===== src/rtl/core/mfso_pkg.sv =====
// ----------------------------------------------------------------------------
// mfso_pkg
// Shared types, codes and helpers for the matrix fill scan order generator.
// ----------------------------------------------------------------------------
package mfso_pkg;

  // largest supported side length
  localparam int MAX_SIZE   = 64;

  // field widths
  localparam int IDX_W      = 6;
  localparam int SIZE_W     = 7;
  localparam int VAL_W      = 13;
  localparam int MODE_W     = 3;
  localparam int DIR_W      = 2;
  localparam int CFG_IDX_W  = 2;
  localparam int CFG_DATA_W = 7;

  typedef logic [IDX_W-1:0]      idx_t;
  typedef logic [SIZE_W-1:0]     size_t;
  typedef logic [VAL_W-1:0]      val_t;
  typedef logic [MODE_W-1:0]     mode_t;
  typedef logic [DIR_W-1:0]      dir_t;
  typedef logic [CFG_IDX_W-1:0]  cfg_idx_t;
  typedef logic [CFG_DATA_W-1:0] cfg_data_t;

  // register indexes
  localparam cfg_idx_t REG_MATRIX_SIZE = 2'd0;
  localparam cfg_idx_t REG_FILL_MODE   = 2'd1;

  // fill modes
  localparam mode_t MODE_PRODUCT     = 3'd0;
  localparam mode_t MODE_REV_PRODUCT = 3'd1;
  localparam mode_t MODE_ANTI_DIAG   = 3'd2;
  localparam mode_t MODE_RIGHT_DIAG  = 3'd3;
  localparam mode_t MODE_SPIRAL      = 3'd4;

  // spiral directions
  localparam dir_t DIR_RIGHT = 2'd0;
  localparam dir_t DIR_DOWN  = 2'd1;
  localparam dir_t DIR_LEFT  = 2'd2;
  localparam dir_t DIR_UP    = 2'd3;

  // settings seen by the walker
  typedef struct packed {
    size_t n;
    idx_t  last_idx;
    mode_t mode;
    val_t  n_sq;
    logic  clear;
  } cfg_ctl_t;

  // one cell between the walker and the value stage
  typedef struct packed {
    idx_t  row;
    idx_t  col;
    val_t  seq;
    size_t n;
    mode_t mode;
    logic  last;
  } cell_t;

  // size zero acts as one, sizes above the maximum saturate
  function automatic size_t clamp_size(input size_t raw);
    size_t res;
    if (raw == '0) begin
      res = SIZE_W'(1);
    end else if (raw > SIZE_W'(MAX_SIZE)) begin
      res = SIZE_W'(MAX_SIZE);
    end else begin
      res = raw;
    end
    return res;
  endfunction

endpackage


===== src/rtl/core/mfso_ifs.sv =====
// ----------------------------------------------------------------------------
// mfso channel interfaces
// Valid/ready channels for configuration, requests and cell results.
// ----------------------------------------------------------------------------
interface mfso_cfg_if;
  import mfso_pkg::*;
  logic      valid;
  logic      ready;
  cfg_idx_t  index;
  cfg_data_t data;
  modport source(output valid, output index, output data, input ready);
  modport sink(input valid, input index, input data, output ready);
endinterface

interface mfso_req_if;
  logic valid;
  logic ready;
  logic restart;
  modport source(output valid, output restart, input ready);
  modport sink(input valid, input restart, output ready);
endinterface

interface mfso_rsp_if;
  import mfso_pkg::*;
  logic valid;
  logic ready;
  idx_t row;
  idx_t col;
  val_t value;
  logic last;
  modport source(output valid, output row, output col, output value, output last,
                 input ready);
  modport sink(input valid, input row, input col, input value, input last,
               output ready);
endinterface


===== src/rtl/core/mfso_cfg.sv =====
// ----------------------------------------------------------------------------
// mfso_cfg
// Configuration registers, size clamp and precomputed cell count.
// ----------------------------------------------------------------------------
module mfso_cfg (
  input  logic              clk,
  input  logic              rst,
  mfso_cfg_if.sink          cfg,
  output mfso_pkg::cfg_ctl_t ctl
);
  import mfso_pkg::*;

  size_t matrix_size;
  mode_t fill_mode;
  val_t  n_sq;
  size_t wr_size;
  logic  we;

  // writes are always taken
  assign cfg.ready = 1'b1;
  assign we        = cfg.valid;
  assign wr_size   = clamp_size(cfg.data);

  // register file, cell count follows a size write
  always_ff @(posedge clk) begin
    if (rst) begin
      matrix_size <= SIZE_W'(8);
      fill_mode   <= MODE_PRODUCT;
      n_sq        <= VAL_W'(64);
    end else if (we) begin
      unique case (cfg.index)
        REG_MATRIX_SIZE: begin
          matrix_size <= cfg.data;
          n_sq        <= VAL_W'(wr_size) * VAL_W'(wr_size);
        end
        REG_FILL_MODE: begin
          fill_mode <= cfg.data[MODE_W-1:0];
        end
        default: begin
        end
      endcase
    end
  end

  // settings handed to the walker
  always_comb begin
    ctl.n        = clamp_size(matrix_size);
    ctl.last_idx = IDX_W'(ctl.n - SIZE_W'(1));
    ctl.mode     = (fill_mode > MODE_SPIRAL) ? MODE_PRODUCT : fill_mode;
    ctl.n_sq     = n_sq;
    ctl.clear    = we && (cfg.index == REG_MATRIX_SIZE || cfg.index == REG_FILL_MODE);
  end

endmodule


===== src/rtl/core/mfso_walker.sv =====
// ----------------------------------------------------------------------------
// mfso_walker
// Scan position state; steps once per accepted request into a cell register.
// ----------------------------------------------------------------------------
module mfso_walker (
  input  logic               clk,
  input  logic               rst,
  input  mfso_pkg::cfg_ctl_t ctl,
  mfso_req_if.sink           req,
  input  logic               cell_ready,
  output logic               cell_valid,
  output mfso_pkg::cell_t    cell_data
);
  import mfso_pkg::*;

  logic started;
  idx_t cur_row, cur_col;
  val_t seq_count;
  idx_t diag_origin_row, diag_origin_col;
  logic diag_phase;
  idx_t bound_top, bound_bottom, bound_left, bound_right;
  dir_t spiral_dir;

  idx_t cur_row_next, cur_col_next;
  val_t seq_count_next;
  idx_t diag_origin_row_next, diag_origin_col_next;
  logic diag_phase_next;
  idx_t bound_top_next, bound_bottom_next, bound_left_next, bound_right_next;
  dir_t spiral_dir_next;
  logic is_last;

  logic load_ok;
  logic accept;

  assign load_ok   = !cell_valid || cell_ready;
  assign req.ready = load_ok;
  assign accept    = req.valid && load_ok;

  // next scan position
  always_comb begin
    cur_row_next         = cur_row;
    cur_col_next         = cur_col;
    diag_origin_row_next = diag_origin_row;
    diag_origin_col_next = diag_origin_col;
    diag_phase_next      = diag_phase;
    bound_top_next       = bound_top;
    bound_bottom_next    = bound_bottom;
    bound_left_next      = bound_left;
    bound_right_next     = bound_right;
    spiral_dir_next      = spiral_dir;
    seq_count_next       = seq_count + VAL_W'(1);
    if (req.restart || !started) begin
      seq_count_next       = VAL_W'(1);
      diag_phase_next      = 1'b0;
      diag_origin_row_next = '0;
      diag_origin_col_next = (ctl.mode == MODE_RIGHT_DIAG) ? ctl.last_idx : '0;
      cur_row_next         = '0;
      cur_col_next         = diag_origin_col_next;
      bound_top_next       = '0;
      bound_left_next      = '0;
      bound_bottom_next    = ctl.last_idx;
      bound_right_next     = ctl.last_idx;
      spiral_dir_next      = DIR_RIGHT;
    end else begin
      case (ctl.mode)
        MODE_ANTI_DIAG: begin
          if (!diag_phase) begin
            if (cur_row != '0) begin
              cur_row_next = cur_row - IDX_W'(1);
              cur_col_next = cur_col + IDX_W'(1);
            end else begin
              if (diag_origin_row == ctl.last_idx) begin
                diag_phase_next      = 1'b1;
                diag_origin_row_next = ctl.last_idx;
                diag_origin_col_next = IDX_W'(1);
              end else begin
                diag_origin_row_next = diag_origin_row + IDX_W'(1);
              end
              cur_row_next = diag_origin_row_next;
              cur_col_next = diag_origin_col_next;
            end
          end else begin
            if (cur_col < ctl.last_idx && cur_row != '0) begin
              cur_row_next = cur_row - IDX_W'(1);
              cur_col_next = cur_col + IDX_W'(1);
            end else begin
              diag_origin_col_next = diag_origin_col + IDX_W'(1);
              cur_row_next         = ctl.last_idx;
              cur_col_next         = diag_origin_col_next;
            end
          end
        end
        MODE_RIGHT_DIAG: begin
          if (cur_row != '0 && cur_col != '0) begin
            cur_row_next = cur_row - IDX_W'(1);
            cur_col_next = cur_col - IDX_W'(1);
          end else if (!diag_phase) begin
            if (diag_origin_row == ctl.last_idx) begin
              diag_phase_next      = 1'b1;
              diag_origin_row_next = ctl.last_idx;
              diag_origin_col_next = ctl.last_idx - IDX_W'(1);
            end else begin
              diag_origin_row_next = diag_origin_row + IDX_W'(1);
            end
            cur_row_next = diag_origin_row_next;
            cur_col_next = diag_origin_col_next;
          end else begin
            diag_origin_col_next = diag_origin_col - IDX_W'(1);
            cur_row_next         = ctl.last_idx;
            cur_col_next         = diag_origin_col_next;
          end
        end
        MODE_SPIRAL: begin
          case (spiral_dir)
            DIR_RIGHT: begin
              if (cur_col < bound_right) begin
                cur_col_next = cur_col + IDX_W'(1);
              end else begin
                bound_top_next  = bound_top + IDX_W'(1);
                spiral_dir_next = DIR_DOWN;
                cur_row_next    = cur_row + IDX_W'(1);
              end
            end
            DIR_DOWN: begin
              if (cur_row < bound_bottom) begin
                cur_row_next = cur_row + IDX_W'(1);
              end else begin
                bound_right_next = bound_right - IDX_W'(1);
                spiral_dir_next  = DIR_LEFT;
                cur_col_next     = cur_col - IDX_W'(1);
              end
            end
            DIR_LEFT: begin
              if (cur_col > bound_left) begin
                cur_col_next = cur_col - IDX_W'(1);
              end else begin
                bound_bottom_next = bound_bottom - IDX_W'(1);
                spiral_dir_next   = DIR_UP;
                cur_row_next      = cur_row - IDX_W'(1);
              end
            end
            default: begin
              if (cur_row > bound_top) begin
                cur_row_next = cur_row - IDX_W'(1);
              end else begin
                bound_left_next = bound_left + IDX_W'(1);
                spiral_dir_next = DIR_RIGHT;
                cur_col_next    = cur_col + IDX_W'(1);
              end
            end
          endcase
        end
        default: begin
          if (cur_col < ctl.last_idx) begin
            cur_col_next = cur_col + IDX_W'(1);
          end else begin
            cur_col_next = '0;
            cur_row_next = cur_row + IDX_W'(1);
          end
        end
      endcase
    end
    is_last = seq_count_next >= ctl.n_sq;
  end

  // scan state, updated on every accepted request
  always_ff @(posedge clk) begin
    if (rst) begin
      started         <= 1'b0;
      cur_row         <= '0;
      cur_col         <= '0;
      seq_count       <= '0;
      diag_origin_row <= '0;
      diag_origin_col <= '0;
      diag_phase      <= 1'b0;
      bound_top       <= '0;
      bound_bottom    <= '0;
      bound_left      <= '0;
      bound_right     <= '0;
      spiral_dir      <= DIR_RIGHT;
    end else begin
      // a register write wins over a step
      if (ctl.clear) begin
        started <= 1'b0;
      end else if (accept) begin
        started <= !is_last;
      end
      if (accept) begin
        cur_row         <= cur_row_next;
        cur_col         <= cur_col_next;
        seq_count       <= seq_count_next;
        diag_origin_row <= diag_origin_row_next;
        diag_origin_col <= diag_origin_col_next;
        diag_phase      <= diag_phase_next;
        bound_top       <= bound_top_next;
        bound_bottom    <= bound_bottom_next;
        bound_left      <= bound_left_next;
        bound_right     <= bound_right_next;
        spiral_dir      <= spiral_dir_next;
      end
    end
  end

  // cell register toward the value stage
  always_ff @(posedge clk) begin
    if (rst) begin
      cell_valid <= 1'b0;
    end else if (load_ok) begin
      cell_valid <= req.valid;
    end
  end

  always_ff @(posedge clk) begin
    if (accept) begin
      cell_data.row  <= cur_row_next;
      cell_data.col  <= cur_col_next;
      cell_data.seq  <= seq_count_next;
      cell_data.n    <= ctl.n;
      cell_data.mode <= ctl.mode;
      cell_data.last <= is_last;
    end
  end

  // a restart always produces the first cell
  a_restart_first: assert property (@(posedge clk) disable iff (rst)
    accept && req.restart |=> cell_valid && cell_data.seq == VAL_W'(1))
    else $error("restart did not produce the first cell");

  // a register write forces the next word to begin a pattern
  a_clear_started: assert property (@(posedge clk) disable iff (rst)
    ctl.clear |=> !started)
    else $error("config write did not clear the pattern");

  // sequence numbers start at one
  a_seq_nonzero: assert property (@(posedge clk) disable iff (rst)
    cell_valid |-> cell_data.seq != '0)
    else $error("cell with zero sequence number");

  // a cell marked last ends the pattern
  a_last_stops: assert property (@(posedge clk) disable iff (rst)
    accept && is_last |=> !started)
    else $error("pattern still running after its last cell");

endmodule


===== src/rtl/core/mfso_value.sv =====
// ----------------------------------------------------------------------------
// mfso_value
// Cell value computation and output register.
// ----------------------------------------------------------------------------
module mfso_value (
  input  logic            clk,
  input  logic            rst,
  input  logic            cell_valid,
  input  mfso_pkg::cell_t cell_data,
  output logic            cell_ready,
  mfso_rsp_if.source      rsp
);
  import mfso_pkg::*;

  size_t opa, opb;
  logic [2*SIZE_W-1:0] prod;
  val_t  value_next;
  logic  take;

  logic  out_valid;
  idx_t  out_row, out_col;
  val_t  out_value;
  logic  out_last;

  assign cell_ready = !out_valid || rsp.ready;
  assign take       = cell_valid && cell_ready;

  // one shared multiplier for both product modes
  always_comb begin
    if (cell_data.mode == MODE_REV_PRODUCT) begin
      opa = cell_data.n - {1'b0, cell_data.row};
      opb = cell_data.n - {1'b0, cell_data.col};
    end else begin
      opa = {1'b0, cell_data.row} + SIZE_W'(1);
      opb = {1'b0, cell_data.col} + SIZE_W'(1);
    end
    prod = opa * opb;
    if (cell_data.mode == MODE_PRODUCT || cell_data.mode == MODE_REV_PRODUCT) begin
      value_next = prod[VAL_W-1:0];
    end else begin
      value_next = cell_data.seq;
    end
  end

  // output register
  always_ff @(posedge clk) begin
    if (rst) begin
      out_valid <= 1'b0;
    end else if (cell_ready) begin
      out_valid <= cell_valid;
    end
  end

  always_ff @(posedge clk) begin
    if (take) begin
      out_row   <= cell_data.row;
      out_col   <= cell_data.col;
      out_value <= value_next;
      out_last  <= cell_data.last;
    end
  end

  assign rsp.valid = out_valid;
  assign rsp.row   = out_row;
  assign rsp.col   = out_col;
  assign rsp.value = out_value;
  assign rsp.last  = out_last;

endmodule


===== src/rtl/core/matrix_fill_scan_order_generator_unit.sv =====
// ----------------------------------------------------------------------------
// matrix_fill_scan_order_generator_unit
// Emits the cells of an N-by-N matrix fill in one of five scan orders.
// ----------------------------------------------------------------------------
// Each request word yields exactly one cell word (row, col, value, last).
// Throughput is one word per clock when rsp is not stalling. From request
// acceptance a cell passes first the walker's cell register (the walker
// holds the scan position and steps it on every accepted request), then
// the value stage, whose single 7x7 multiplier forms product-mode values.
// Both stages are registered and back-pressure from rsp stalls them without
// losing words. Configuration writes are taken every cycle; a write to
// either register makes the next request start the pattern from its first
// cell. After the cell marked last the pattern starts over.
module matrix_fill_scan_order_generator_unit (
  input  logic        clk,
  input  logic        rst,
  mfso_cfg_if.sink    cfg,
  mfso_req_if.sink    req,
  mfso_rsp_if.source  rsp
);
  import mfso_pkg::*;

  cfg_ctl_t ctl;
  cell_t    cell_data;
  logic     cell_valid;
  logic     cell_ready;

  // configuration registers
  mfso_cfg u_cfg (
    .clk (clk),
    .rst (rst),
    .cfg (cfg),
    .ctl (ctl)
  );

  // scan position walker
  mfso_walker u_walker (
    .clk        (clk),
    .rst        (rst),
    .ctl        (ctl),
    .req        (req),
    .cell_ready (cell_ready),
    .cell_valid (cell_valid),
    .cell_data  (cell_data)
  );

  // value computation and output register
  mfso_value u_value (
    .clk        (clk),
    .rst        (rst),
    .cell_valid (cell_valid),
    .cell_data  (cell_data),
    .cell_ready (cell_ready),
    .rsp        (rsp)
  );

endmodule

===== src/flat_wrapper.sv =====
// flat-port wrapper written by rule: the top's interface ports become plain ports
module matrix_fill_scan_order_generator_unit_flat import mfso_pkg::*;
  (clk, rst, cfg_valid, cfg_index, cfg_data, cfg_ready, req_valid, req_restart, req_ready, rsp_valid, rsp_row, rsp_col, rsp_value, rsp_last, rsp_ready);
  mfso_cfg_if cfg_i ();
  mfso_req_if req_i ();
  mfso_rsp_if rsp_i ();
  input  logic clk;
  input  logic rst;
  input wire logic [$bits(cfg_i.valid)-1:0] cfg_valid;
  input wire logic [$bits(cfg_i.index)-1:0] cfg_index;
  input wire logic [$bits(cfg_i.data)-1:0] cfg_data;
  output wire logic [$bits(cfg_i.ready)-1:0] cfg_ready;
  input wire logic [$bits(req_i.valid)-1:0] req_valid;
  input wire logic [$bits(req_i.restart)-1:0] req_restart;
  output wire logic [$bits(req_i.ready)-1:0] req_ready;
  output wire logic [$bits(rsp_i.valid)-1:0] rsp_valid;
  output wire logic [$bits(rsp_i.row)-1:0] rsp_row;
  output wire logic [$bits(rsp_i.col)-1:0] rsp_col;
  output wire logic [$bits(rsp_i.value)-1:0] rsp_value;
  output wire logic [$bits(rsp_i.last)-1:0] rsp_last;
  input wire logic [$bits(rsp_i.ready)-1:0] rsp_ready;
  assign cfg_i.valid = cfg_valid;
  assign cfg_i.index = cfg_index;
  assign cfg_i.data = cfg_data;
  assign cfg_ready = cfg_i.ready;
  assign req_i.valid = req_valid;
  assign req_i.restart = req_restart;
  assign req_ready = req_i.ready;
  assign rsp_valid = rsp_i.valid;
  assign rsp_row = rsp_i.row;
  assign rsp_col = rsp_i.col;
  assign rsp_value = rsp_i.value;
  assign rsp_last = rsp_i.last;
  assign rsp_i.ready = rsp_ready;
  matrix_fill_scan_order_generator_unit u_core (.clk(clk), .rst(rst), .cfg(cfg_i), .req(req_i), .rsp(rsp_i));
endmodule

===== config.mk =====
export PLATFORM = sky130hd
export DESIGN_NAME = matrix_fill_scan_order_generator_unit_flat
export DESIGN_NICKNAME = d
export VERILOG_FILES = /design/src/rtl/core/mfso_pkg.sv /design/src/rtl/core/mfso_ifs.sv /design/src/rtl/core/mfso_cfg.sv /design/src/rtl/core/mfso_walker.sv /design/src/rtl/core/mfso_value.sv /design/src/rtl/core/matrix_fill_scan_order_generator_unit.sv /design/src/flat_wrapper.sv
export SDC_FILE = /design/constraint.sdc
export NUM_CORES = 1
export LEC_CHECK = 0
export BUFFER_PORTS_ARGS = -buffer_cell sky130_fd_sc_hd__buf_2
export CELL_PAD_IN_SITES_DETAIL_PLACEMENT = 0
export CELL_PAD_IN_SITES_GLOBAL_PLACEMENT = 1
export CORE_ASPECT_RATIO = 1.75
export CORE_MARGIN = 4
export CORE_UTILIZATION = 45
export DETAILED_ROUTE_END_ITERATION = 16
export GPL_TIMING_DRIVEN = 0
export PLACE_DENSITY = 0.74
export RECOVER_POWER = 100
export SYNTH_ARGS = -nofsm -noshare
export SYNTH_HDL_FRONTEND = slang
export SYNTH_SLANG_ARGS = --single-unit

===== constraint.sdc =====
create_clock -name clk -period 7.7 [get_ports clk]
set_input_delay 1.155 -clock clk [delete_from_list [all_inputs] [get_ports clk]]
set_output_delay 1.155 -clock clk [all_outputs]
set_load 0.02 [all_outputs]

After elaboration in Yosys (flattened, before gate mapping)
Index checks and enable logic that the tools add are counted.
{ "classes": {"eq_ne": 23, "n_lt_le_gt_ge": 9, "n_mul": 2, "n_reduce_logical": 38, "muxes": 81, "n_addsub": 18} }
{ "op_table": {"columns": ["cell", "count"], "rows": [
  ["$mux W6", 52],
  ["$pmux W6 S3", 4],
  ["$mux W7", 6],
  ["$sub A6 B1 Y6 const B", 7],
  ["$add A6 B1 Y6 const B", 6],
  ["$mul A7 B7 Y13", 2],
  ["$mux W13", 2],
  ["$pmux W6 S2", 2],
  ["$ne A3 B3 Y1 const B", 7],
  ["$lt A6 B6 Y1", 3],
  ["$reduce_and A4 Y1", 4],
  ["$add A6 B1 Y7 const B", 2],
  ["$gt A7 B7 Y1 const B", 2],
  ["$logic_not A7 Y1", 2],
  ["$sub A7 B6 Y7", 2],
  ["$add A13 B1 Y13 const B", 1],
  ["$ge A13 B13 Y1", 1],
  ["$gt A6 B6 Y1", 2],
  ["$mux W2", 6],
  ["$reduce_and A6 Y1", 2],
  ["$reduce_bool A6 Y1", 2],
  ["$ne A2 B2 Y1 const B", 4],
  ["$ne A4 B4 Y1 const B", 2],
  ["$reduce_bool A2 Y1", 4],
  ["24 further kinds", 44]
]} }
{ "word_totals": {"regBits": 152, "inputBits": 15, "output_inout_bits": 29} }

Depth between registers and ports, before layout
Gate-level depths: netlist of run 1.
{ "depth": {"ltp_word": 10, "depth_mapped": 27, "depth_no_buf": 27} }

Cells and area by module
Synthesis of run 1 repeated with hierarchy kept, for this count alone.
{ "unflattened": {"cells_unflattened": 1673, "area_unflattened_um2": 13629.3} }
{ "modules_own_cells": {"columns": ["mod", "cells_each", "n_inst", "area_each_um2", "seq_area_each_um2"], "rows": [
  ["mfso_walker", 1060, 1, 8296.7, 2402.3],
  ["mfso_value", 341, 1, 3164.3, 800.8],
  ["mfso_cfg", 272, 1, 2168.3, 440.4]
]} }

Least setup slack after synthesis of run 1
No wires, ideal clock.
{ "synth_timing": {"kind": "register to register", "from": "register, netlist name u_core.u_walker.cell_data[4]", "to": "register u_core.u_value.out_value[12], in the netlist u_core.u_value.rsp.value[12] (data pin)", "arrival_ns": 5.793, "setup_time_ns": 0.261, "required_ns": 7.439, "path_stages_with_launch": 28, "setup_slack_ns": 1.646, "path_buffers": 0, "cell_sequence": "edfxtp_1 inv_1 ha_1 inv_1 fa_1 a21o_1 a21oi_1 o21bai_1 a21oi_1 xor2_1 a21oi_1 or2_2 fa_1 fa_1 inv_1 fa_1 inv_1 fa_1 inv_1 ha_1 inv_1 o21bai_1 a2111oi_0 or3_1 o21ai_0 nor2_1 nand3_1 nand3b_1"} }
{ "synth_via": {"elab_chain_len": 4, "elab_cells_between_ends": 6, "cone_classes": "add/sub (2); mul (1); mux (3)"} }
{ "synth_lines": {"columns": ["item", "line", "rtl"], "rows": [
  ["$sub A7 B6 Y7 (on tied branches)", "mfso_value.sv:31, mfso_value.sv:32", null],
  ["$mux W7", "mfso_value.sv:30", "if (cell_data.mode == MODE_REV_PRODUCT) begin"],
  ["$mul A7 B7 Y13 (*)", "mfso_value.sv:37", "prod = opa * opb;"],
  ["$mux W13 (*)", "mfso_value.sv:38", "if (cell_data.mode == MODE_PRODUCT || cell_data.mode == MODE_REV_PRODUCT) begin"],
  ["via u_core.u_value.value_next[12]", "mfso_value.sv:17", "val_t value_next;"],
  ["end signal, assigned", "mfso_value.sv:58", "out_value <= value_next;"],
  ["end, declared", "mfso_value.sv:22", "val_t out_value;"]
]} }
The timed path passes the listed nets; every way through them passes the cells marked *.
A chain may end at the register's enable or synchronous reset.

==> results of run 1 <==
## state kept, by name, indices dropped and copies added (netlist names)
register                         count
u_core.u_cfg.fill_mode               3
u_core.u_cfg.matrix_size             7
u_core.u_cfg.n_sq                   12
u_core.u_value.rsp.col               6
u_core.u_value.rsp.last              1
u_core.u_value.rsp.row               6
u_core.u_value.rsp.valid             1
u_core.u_value.rsp.value            13
u_core.u_walker.bound_bottom         6
u_core.u_walker.bound_left           6
u_core.u_walker.bound_right          6
u_core.u_walker.bound_top            6
u_core.u_walker.cell_data           36
u_core.u_walker.cell_valid           1
u_core.u_walker.cur_col              6
u_core.u_walker.cur_row              6
u_core.u_walker.diag_origin_col      6
u_core.u_walker.diag_origin_row      6
u_core.u_walker.diag_phase           1
u_core.u_walker.seq_count           13
u_core.u_walker.spiral_dir           2
u_core.u_walker.started              1
## power by group through the flow
| stage | Combinational (µW) | Sequential [µW] | Clock, µW |
|---|---|---|---|
| after floorplan | 530 | 924 | 0 |
| after global placement | 732 | 918 | 0 |
| after detailed placement | 742 | 919 | 0 |
| after CTS | 749 | 902 | 953 |
| after global routing | 827 | 907 | 987 |
| final | 738 | 903 | 929 |
## stage by stage
stage,power [µW],instance area [µm²],utilization
global route,2720,14400,0.500
finish,2570,14400,0.500
global placement,1650,13800,0.481
CTS,2600,14500,0.505
floorplan,1450,13100,-
detailed placement,1660,13900,0.483
## kinds of logic after synthesis
logic type | count (synthesis) | share of synthesized area
muxes | 24 | 0.0194
and+or+nand+nor | 540 | 0.196
AOI/OAI and AO/OA | 397 | 0.198
buffers and inverters | 210 | 0.0631
xor gates and xnor gates | 98 | 0.0670
DFF | 151 | 0.278
other | 2 | 0.000572
adders and majority gates | 163 | 0.178
## Yosys cell counts, drive strengths merged, types with 18 or more instances
cell type,number
nand2,157
nor2,151
a21oi,134
ha,123
inv,121
dfxtp,89
o21ai,76
clkbuf,67
edfxtp,62
xnor2,58
nand3,46
nor3,42
fa,40
xor2,39
a21o,27
or3,22
or2,21
buf,20
a211oi,19
nor2b,18
## critical path: stages (launching register included)
cell	delay [ns]
dfxtp_1	0.29
clkbuf_1	0.19
nor3_1	0.32
a21oi_1	0.13
nor2_1	0.74
inv_1	0.44
ha_1	0.33
clkbuf_1	0.20
xor2_1	0.52
clkinv_1	0.46
ha_1	0.44
nand2_1	0.07
o311ai_1	0.87
a21oi_1	0.46
a211oi_1	0.70
clkbuf_1	0.40
nor2_1	0.08
a311oi_1	0.25
## final timing paths
path | from | end | slack, ns | depth (start not counted)
setup reg to reg | u_core.u_cfg.matrix_size[4] | u_core.u_walker.diag_origin_col[2] | 0.70 | 17
hold reg to reg | u_core.u_walker.cell_data[0] | u_core.u_value.rsp.last | 0.42 | 0
hold / removal | u_core.u_walker.cell_data[0] | u_core.u_value.rsp.last | 0.42 | 0
setup / recovery | u_core.u_cfg.matrix_size[4] | u_core.u_walker.diag_origin_col[2] | 0.70 | 17
## layout make-up
| cell class | instances | area (µm²) | area share |
|---|---|---|---|
| inverters | 123 | 462 | 0.0321 |
| plain buffers | 87 | 359 | 0.0250 |
| well taps | 378 | 473 | 0.0329 |
| multi-input cells | 1230 | 8620 | 0.600 |
| clock inverters | 12 | 200 | 0.0139 |
| clock buffers | 20 | 437 | 0.0304 |
| flip-flops and latches | 151 | 3640 | 0.253 |
| repair buffers | 43 | 176 | 0.0123 |
## metal layers
metal | GRT usage | vias to the layer above | wire [µm] | part of all wire
li1 | - | 5764 | - | -
met1 | 0.303 | 5637 | 16500 | 0.38
met2 | 0.482 | 336 | 21800 | 0.51
met3 | 0.0436 | 131 | 1840 | 0.043
met4 | 0.179 | 0 | 3040 | 0.070
met5 | 0 | - | 0 | 0
==> results.md, run 1 <==
* Hold_ws at 0.417 ns
* Max cap viols at 2
* First-pass GRT wire length at 66.6 mm
* Max Clock Freq at 0.143 GHz
* Top-area cell type share of the netlist area at 0.142
* Area leader, netlist: edfxtp_1
* Routed wire length at 43.2 mm
* Dpl ws at 0.727 ns
* IR drop worst, VDD at 0.000161 V
* Type of the worst setup path: reg -> reg
* Pwr dens at 179 nW/µm²
* Post-synthesis sequential area ratio at 0.278
* Clk_skew at 0.0113 ns
* Failing checks: capacitance limit, slew limit
* Yosys warnings at 0
* CTS tree: built
* # hold bufs at CTS at 0
* Pins over their slew limit at 55
* Switching share of power at 0.329
* Logic pwr share at 0.287
* Via total after detailed routing at 11900
* TritonCTS Buffers at 17
* # DRC at 0
* Lkg Pwr at 0.00579 µW
* Diode count at 0
* Layout cells sized above 1 at 0.0516
* Vias per cell at 5.81
* Post-synth top flop: dfxtp_1
* Gates resized, CTS repair at 0
* Slew HR at -0.591
* Vias in the first global route at 11800
* Global route total overflow at 0
* Worst setup margin at 0.697 ns
* # IOs at 44
* Post-detail-place hpwl at 34.5 mm
* Initial cell density of the core at 0.457
* Clk_lat worst skew at 0.45 ns
* DR iter-0 viols at 709
* Pin count of the biggest net entering global routing at 46
* Worst-path clk slew at 0.07 ns
* Cell area after synthesis at 13100 µm²
* FILL cells at 2890
* Synth cell types at 87
* Routed WL per cell at 21.1 µm
* P_int at 1720 µW
* IO Port Bufs at 42
* Commonest non-fill, non-tap cell in the layout: nand2_1
* Most frequent cells in the layout: nand2_1 (157), nor2_1 (151), a21oi_1 (133)
* CP endpoint kind: flip-flop
* Router iterations before antenna repair at 7
* Setup violators final at 0
* Final count of hold timing violations at 0
* Cells after Synth at 1585
* Worst-path maximum fanout at 10
* Die span in x at 137 µm
* Async set or reset register ratio after synthesis at 0
* Std cell rows at 82
* Clk sinks at 151
* Crit path launch type: flip-flop
* Arr. time, crit path at 7.36 ns
* Net switching power at 846 µW
* Syn Area/Cell at 8.28 µm²
* Post-route insts no fill at 2044
* Gpl congestion at 0.993
* Crit path required time at 8.05 ns
* Clock share of power at 0.362
* Nets at 1831
* Seq cells post-synth at 151
* Clock Path Buffers at 2
* Minimum clock period at 7.00 ns
* RSZ-0062 raised after global routing: false
* Outcome: complete, but fails checks
* Final TNS setup at 0 ns
* Post-synth EDFFs at 62
* Core box area at 28700 µm²
* Post CTS Setup Buffer Count at 0
* P&R area growth vs syn at 9.55%
* Tcrit/Tclk final at 0.909
* Hold Crit Class: reg -> reg
* Share of total power in sequential cells at 0.351
* Area contributors post-synth: edfxtp_1 (14%), dfxtp_1 (14%), ha_1 (12%), fa_1 (6.1%), a21oi_1 (5.1%)
* Die area at 32100 µm²
* Root buf cell: clkbuf_16
* Initial antenna violation count at 0
* Placed instance count at 2012
* Remaining antenna violation count at 0
* GRT Util Overall at 0.275
* Die Y at 234 µm
* Worst Max-Slew Pin Slew at 2.39 ns
* H-tree lvl count at 4
No activity file was read; power rests on OpenSTA's default activity.
==> inputs of run 2 (changes only) <==
- clock period: 7.7 -> 8.6 ns (I/O delays scaled with it)
==> run 2 against run 1 <==
The run still ends with capacitance limit, slew limit left. First-iteration DRC count increased by 2.4%. Largest cell class unchanged. Via count grew 0.12%. Highest routed layer unchanged. Flip-flop and latch count unchanged. Clock power decreased by 10%. Total power decreased by 10%. Maximum frequency decreased by 8.0%. Clock skew barely moved. Combinational power fell by 11%. Sequential share of layout area about the same.
==> results.md, run 2 (synthesis results as in run 1) <==
* Outcome: complete, but fails checks
* Failing checks: capacitance limit, slew limit
* Clk_skew at 0.0112 ns (-0.000128 ns)
* Crit path required time at 8.95 ns (+0.90 ns)
* Slew HR at -0.585 (+0.00647)
* Reg2reg end: u_core.u_walker.diag_origin_col[3]
* Hold Crit Class: reg -> reg
* First-pass GRT wire length at 66.6 mm (unchanged)
* Post CTS Setup Buffer Count at 0 (unchanged)
* Vias in the first global route at 11800 (unchanged)
* Final count of hold timing violations at 0 (unchanged)
* Post-detail-place hpwl at 34.5 mm (unchanged)
* Gpl congestion at 0.993 (unchanged)
* Crit path launch type: flip-flop
* Worst Max-Slew Pin Slew at 2.38 ns (-0.00971 ns)
* CP Buf/Inv Count at 4 (-1)
* Worst-path clk slew at 0.07 ns (about the same)
* Cell family with most CP delay: compound AO/OA/AOI/OAI gates
* RSZ-0062 raised after global routing: false
* Die area at 32100 µm² (unchanged)
* Commonest non-fill, non-tap cell in the layout: nand2_1
* Pins over their slew limit at 56 (+1.8%)
* Critical Path End: u_core.u_walker.diag_origin_col[3]
* Reg2reg start: u_core.u_cfg.matrix_size[3]
* Clk_lat worst skew at 0.45 ns (about the same)
* Routed WL per cell at 21.1 µm (-0.21%)
* Arr. time, crit path at 7.97 ns (+0.61 ns)
* Global route total overflow at 0 (unchanged)
* Minimum clock period at 7.61 ns (+0.611 ns)
* Via total after detailed routing at 11900 (+0.12%)
* Max cap viols at 2 (unchanged)
* Die Y at 234 µm (unchanged)
* Final TNS setup at 0 ns (unchanged)
* Post-route insts no fill at 2044 (unchanged)
* Clk sinks at 151 (unchanged)
* DR iter-0 viols at 726 (+2.4%)
* Most frequent cells in the layout: nand2_1 (157), nor2_1 (151), a21oi_1 (133)
* Critical-path cell list: buf_4 > nor3_1 > a21oi_1 > nor2_1 > inv_1 > ha_1 > buf_4 > nand2b_1 > a311oi_1 > ha_1 > nand3_1 > o311ai_1 > a21oi_1 > a211oi_1 > buf_2 > nor2_1 > a211oi_1
* P&R area growth vs syn at 9.57% (about the same)
* Std cell rows at 82 (unchanged)
* Reg2reg path depth at 17 (unchanged)
* Crit-path slowest cell: a311oi_1
* Layout cells sized above 1 at 0.0534 (+0.00180)
* CP endpoint kind: flip-flop
* Max reg flops at 36 (unchanged)
* Type of the worst setup path: reg -> reg
* Gates resized, CTS repair at 0 (unchanged)
* Setup violators final at 0 (unchanged)
* Max Clock Freq at 0.131 GHz (-8.0%)
* Worst-path maximum fanout at 10 (unchanged)
* Core box area at 28700 µm² (unchanged)
* Clock Path Buffers at 2 (unchanged)
* Die span in x at 137 µm (unchanged)
* FILL cells at 2887 (-0.10%)
* Critical Path Start: u_core.u_cfg.matrix_size[3]
* Vias per cell at 5.81 (+0.12%)
* H-tree lvl count at 4 (unchanged)
* # IOs at 44 (unchanged)
* Root buf cell: clkbuf_16
* IR drop worst, VDD at 0.000144 V (-11%)
* Lkg Pwr at 0.00580 µW (+0.17%)
* Tcrit/Tclk final at 0.885 (-0.0241)
* Nets at 1831 (unchanged)
* Largest stage delay, worst path at 1.57 ns (+0.70 ns)
* # DRC at 0 (unchanged)
* IO Port Bufs at 42 (unchanged)
* Pin count of the biggest net entering global routing at 46 (unchanged)
* Initial cell density of the core at 0.457 (unchanged)
* Pwr dens at 160 nW/µm² (-11%)
* # hold bufs at CTS at 0 (unchanged)
* Routed wire length at 43.1 mm (-0.21%)
* Diode count at 0 (unchanged)
* Initial antenna violation count at 0 (unchanged)
* Router iterations before antenna repair at 5 (-2)
* TritonCTS Buffers at 17 (unchanged)
* Placed instance count at 2012 (unchanged)
* GRT Util Overall at 0.275 (unchanged)
* Biggest register: u_core.u_walker.cell_data
* CP Depth at 17 (unchanged)
* Remaining antenna violation count at 0 (unchanged)
* Flop-to-flop setup slack at 0.99 ns (+0.29 ns)
* Hold_ws at 0.416 ns (-0.000483 ns)
* Hold Crit Depth at 0 (unchanged)
* CTS tree: built
## run 2: cell count changes in the layout (fill, tap and decap cells not counted), sizes merged
cell	previous run	this run
clkbuf	126	124
buf	24	26
## run 2: power breakdown
group          internal [µW]  total, µW  switching (µW)
clock network            515        832             316
logic                    243        660             417
registers                785        808            23.0
## run 2: worst min-delay path by stage
stage                                 start                      end  slack, ns
6_report       u_core.u_walker.cell_data[0]  u_core.u_value.rsp.last       0.42
2_1_floorplan  u_core.u_walker.cell_data[0]  u_core.u_value.rsp.last       0.40
3_3_place_gp   u_core.u_walker.cell_data[0]  u_core.u_value.rsp.last       0.40
4_1_cts        u_core.u_walker.cell_data[0]  u_core.u_value.rsp.last       0.42
5_1_grt        u_core.u_walker.cell_data[0]  u_core.u_value.rsp.last       0.42
3_5_place_dp   u_core.u_walker.cell_data[0]  u_core.u_value.rsp.last       0.41
## run 2: layout make-up
class / count / area (µm²) / area share
clock inverters: 12 / 200 / 0.0139
plain buffers: 87 / 364 / 0.0253
clock buffers: 20 / 437 / 0.0304
repair buffers: 43 / 176 / 0.0123
multi-input cells: 1230 / 8620 / 0.600
flip-flops and latches: 151 / 3640 / 0.253
well taps: 378 / 473 / 0.0329
inverters: 123 / 462 / 0.0321
## run 2: layer usage
metal  wire length [µm]  share of wire  track usage
met4               3020          0.070        0.179
met2              21800           0.51        0.482
met3               1990          0.046       0.0436
met1              16300           0.38        0.303
met5                  0              0            0
## run 2: worst reg2reg max path, delay by kind of cell (launching register included)
| family | cells | cell delay, ns |
|---|---|---|
| simple gates | 5 | 1.39 |
| flops | 1 | 0.30 |
| compound gates | 6 | 4.04 |
| buf+inv | 4 | 1.09 |
| fa+ha+maj | 2 | 0.70 |
## run 2: per-stage QoR
step	power, µW	worst slack [ns]	utilization	area, µm²
CTS	2330	1.59	0.505	14500
global route	2440	0.623	0.500	14400
global placement	1480	1.61	0.481	13800
detailed placement	1490	1.63	0.483	13900
floorplan	1300	2.55	-	13100
finish	2300	0.986	0.500	14400
